[src/design/kti_ram.sv]
// ----------------------------------------------------------------------------
// Keyframe interpolator RAM
// Simple dual-port RAM: one write port, one read port with registered data.
// ----------------------------------------------------------------------------
module kti_ram #(
    parameter int WIDTH = 8,
    parameter int DEPTH = 16
) (
    input  logic                                      clk,
    input  logic                                      we,
    input  logic [((DEPTH > 1) ? $clog2(DEPTH) : 1)-1:0] waddr,
    input  logic [WIDTH-1:0]                          wdata,
    input  logic                                      re,
    input  logic [((DEPTH > 1) ? $clog2(DEPTH) : 1)-1:0] raddr,
    output logic [WIDTH-1:0]                          rdata
);

    logic [WIDTH-1:0] mem [DEPTH];

    // Write port
    always_ff @(posedge clk)
    begin
        if (we)
        begin
            mem[waddr] <= wdata;
        end
    end

    // Registered read port
    always_ff @(posedge clk)
    begin
        if (re)
        begin
            rdata <= mem[raddr];
        end
    end

endmodule

[config.mk]
export PLATFORM = sky130hd
export DESIGN_NAME = kti_ram
export DESIGN_NICKNAME = d
export VERILOG_FILES = /design/src/design/kti_ram.sv
export SDC_FILE = /design/constraint.sdc
export NUM_CORES = 1
export LEC_CHECK = 0
export CORE_ASPECT_RATIO = 1.75
export CORE_MARGIN = 2
export CORE_UTILIZATION = 70
export CTS_BUF_LIST = sky130_fd_sc_hd__clkbuf_4 sky130_fd_sc_hd__clkbuf_8
export DETAILED_ROUTE_END_ITERATION = 6
export DONT_BUFFER_PORTS = 1
export GPL_TIMING_DRIVEN = 1
export PLACE_DENSITY = 0.86
export SKIP_CTS_REPAIR_TIMING = 1
export SYNTH_ARGS = -nofsm -noshare
export SYNTH_HDL_FRONTEND = slang
export SYNTH_SLANG_ARGS = --single-unit
[constraint.sdc]
create_clock -name clk -period 4.96 [get_ports clk]
set_input_delay 0.248 -clock clk [delete_from_list [all_inputs] [get_ports clk]]
set_output_delay 0.248 -clock clk [all_outputs]
set_load 0.005 [all_outputs]
; Yosys cells after proc, flatten, opt, wreduce, memory -nomap -nowiden
; Memories as Yosys holds them, arrays and structs flattened. A register that Yosys moved wholly into a read port is not among the register bits.
; Index checks and enable logic that the tools add are counted.
[classes]
mux = 2
[ops]
columns = op, count
row1 = 1-bit two-way mux, 2
[word_totals]
reg_bits = 0
mem_bits_rw = 128
input_bits = 19
elab_cells = 3
mem_count = 1
[memory_table]
columns = name, depth, width, rd, rd_clocked_by_memory_dff, wr, line
row1 = mem, 16, 8, 1, 1, 1, 18  ; logic [WIDTH-1:0] mem [DEPTH];

; Logic depth before layout (Yosys ltp)
[logic_depth]
ltp_word = 2
mapped_depth = 5
mapped_depth_nobuf = 3

; Least setup slack after synthesis
; OpenSTA, ideal clock, no wires.
[synth_timing]
kind = input to register
startpoint = input waddr[2] (netlist name)
endpoint = memory mem[0][0], enable pin
setup_time_ps = 383
t_arrival_ps = 1358
required_ps = 4577
slack_ps = 3219
path_stages = 2
path_cell_list = or3b_2 -> nor3_1
[synth_lines]
columns = element, line
row1 = start: declaration, 11  ; input logic [((DEPTH > 1) ? $clog2(DEPTH) : 1)-1:0] waddr,
row2 = end: declaration, 18
; Straight into the memory's write port.

; Worst setup path after layout
[layout_timing]
startpoint = input waddr[2] (netlist name)
endpoint = memory mem[0][1], enable pin
; Straight into the memory's write port.

==> impl_metrics.tcl <==
set metrics [dict create \
    post-place-ws_ps 2950 \
    wl_per_cell_um 26.8 \
    period_needed_ps 1560 \
    status "finished, final reports clean" \
    ir_drop_mv 0.340 \
    cap_violations 0 \
    ys_ff_latch 136 \
    ys.warnings.count 0 \
    drive_gt1_share_pct 19.1 \
    final_common_cell "edfxtp_1" \
    gr-total-overflow 0 \
    place.gp.congestion 0.808 \
    antenna_cells 0 \
    post-route-period-util_pct 31.5 \
    die_area_um2 8200 \
    clkSlewWorstSetupHoldPaths_ps 70 \
    chipWidth_um 69.3 \
    coreArea_um2 7230 \
    cp_data_required_time_ps 5010 \
    cts_inserted_buffers 17 \
    powerDensity_nw_per_um2 396 \
    p_leak_nw 1.85 \
    synth_area_um2 5230 \
    num-nets-final 268 \
    vias 2367 \
    clock_path_buffers 2 \
    clkLatencyLatePin_ps 430 \
    hp-class "in -> reg" \
    path_cells "or3b_2, nor3_1" \
    cpMaxStageDelayCell "nor3_1" \
    grt_usage_pct 25.1 \
    synth_area_per_cell_um2 22.8 \
    cts-root-buf "clkbuf_8" \
    setup_viol 0 \
    routed_wl_mm 9.34 \
    antenna_left 0 \
    num_io_pins 27 \
    slew_headroom_pct 24.6 \
    rsz0062_at_grt "false" \
    drc 0 \
    initial_core_util_pct 72.3 \
    ys_seq_area_share_pct 78.1 \
    drt_iter0_markers 181 \
    cp_slowest_stage_delay_ps 850 \
    startpoint_type "primary input" \
    grt_pass1_wl_mm 14.1 \
    cp_top_family "simple AND/OR/NAND/NOR gates" \
    die_height_um 118 \
    dr.pass1.iters 4 \
    path_class "in -> reg" \
    cp-end-kind "flop" \
    antenna_found_initial 0 \
    viasPerCell 6.80 \
    critPathMaxFanout 8 \
    final.setup.worst_slack_ps 3400 \
    areaGrowthSynthToFinish_pct 10.1 \
    fill_cells 329 \
    arrival_ps 1610 \
    layout_common_cells "136 x edfxtp_1, 18 x mux4_2, 17 x clkbuf_8, 16 x a22oi_1, 14 x mux4_1" \
    port_buffers 0 \
    grt_pass1_vias 2574 \
    worst_pin_slew_ps 1120 \
    clock-sinks 136 \
    dp_hpwl_mm 5.95 \
    finalSetupTns_ps 0 \
    skew_ps 10.2 \
    syn_inst 229 \
    num_rows 41 \
    grt_max_degree 33 \
    drv_slew 0 \
    syn_nets 248 \
    cts_tree "built" \
    cts_max_level 4 \
    path_buf_inv 0 \
    ys_types 18 \
    hold_viol 0 \
    fmax_mhz 640 \
]
worst register-to-register path, stage by stage (launching register included):
cell and delay, ps:
edfxtp_1 360, mux4_1 510, a22oi_1 310, nand2_1 90
logic make-up after synthesis:
logic type      count (synthesis)  share of synthesized area [%]
flops                         136                           78.1
compound gates                 16                           2.30
mux                            32                           14.8
simple gates                   35                           3.14
buf+inv                        10                           1.65
layer usage:
metal	track usage, %	part of all wire, %	wire length (um)
met1	28.1	33	3100
met3	8.78	7.1	667
met5	0	0	0
met4	12.4	2.5	236
met2	42.4	57	5330
flip-flops by register name (all words and copies together) (netlist names):
name   cells
mem      128
rdata      8
where the power goes:
part           switching [W]  internal [W]
combinational      0.0000470     0.0000414
clock               0.000392      0.000496
sequential        0.00000795       0.00129
total               0.000447       0.00183
cell type report:
cell class	count	area, um2	share of cell area, %
clock buffer	18	241	4.20
tap	86	108	1.87
clock inverter	14	158	2.74
sequential	136	4080	71.0
multi-input combinational	83	1060	18.4
timing repair buffer	11	105	1.83
cell usage after synthesis, drive strengths merged:
cell,count,area share [%]
nand2b,2,0.24
mux4,32,15
nand2,9,0.65
clkdlybuf4s25,3,0.57
buf,7,1.1
edfxtp,136,78
nor2b,1,0.12
and2,1,0.12
and2b,1,0.14
nor2,13,0.93
nor3,4,0.38
or3b,1,0.17
a22oi,16,2.3
nand3,1,0.096
nand3b,2,0.29
final timing paths:
check                           slack [ps]  depth (start not counted)             endpoint            startpoint
worst min register to register         760                          3   rdata[1]$_DFFE_PP_  mem[15][1]$_DFFE_PP_
worst max-delay path                  3400                          2  mem[0][1]$_DFFE_PP_              waddr[2]
worst max register to register        3460                          3   rdata[2]$_DFFE_PP_   mem[2][2]$_DFFE_PP_
worst min-delay path                   160                          1  mem[0][4]$_DFFE_PP_              waddr[0]
metrics by stage:
| step | hold slack (ps) | util, % | instance area [um2] | instances | power, W |
|---|---|---|---|---|---|
| floorplan | 347 | - | 5230 | 229 | 0.00139 |
| global placement | 348 | 72.8 | 5260 | 307 | 0.00139 |
| detailed placement | 347 | 72.8 | 5260 | 307 | 0.00139 |
| CTS | -118 | 78.3 | 5660 | 339 | 0.00227 |
| global route | 151 | 79.5 | 5750 | 348 | 0.00234 |
| finish | 162 | 79.5 | 5750 | 348 | 0.00228 |
(Power assumes the default switching activity.)
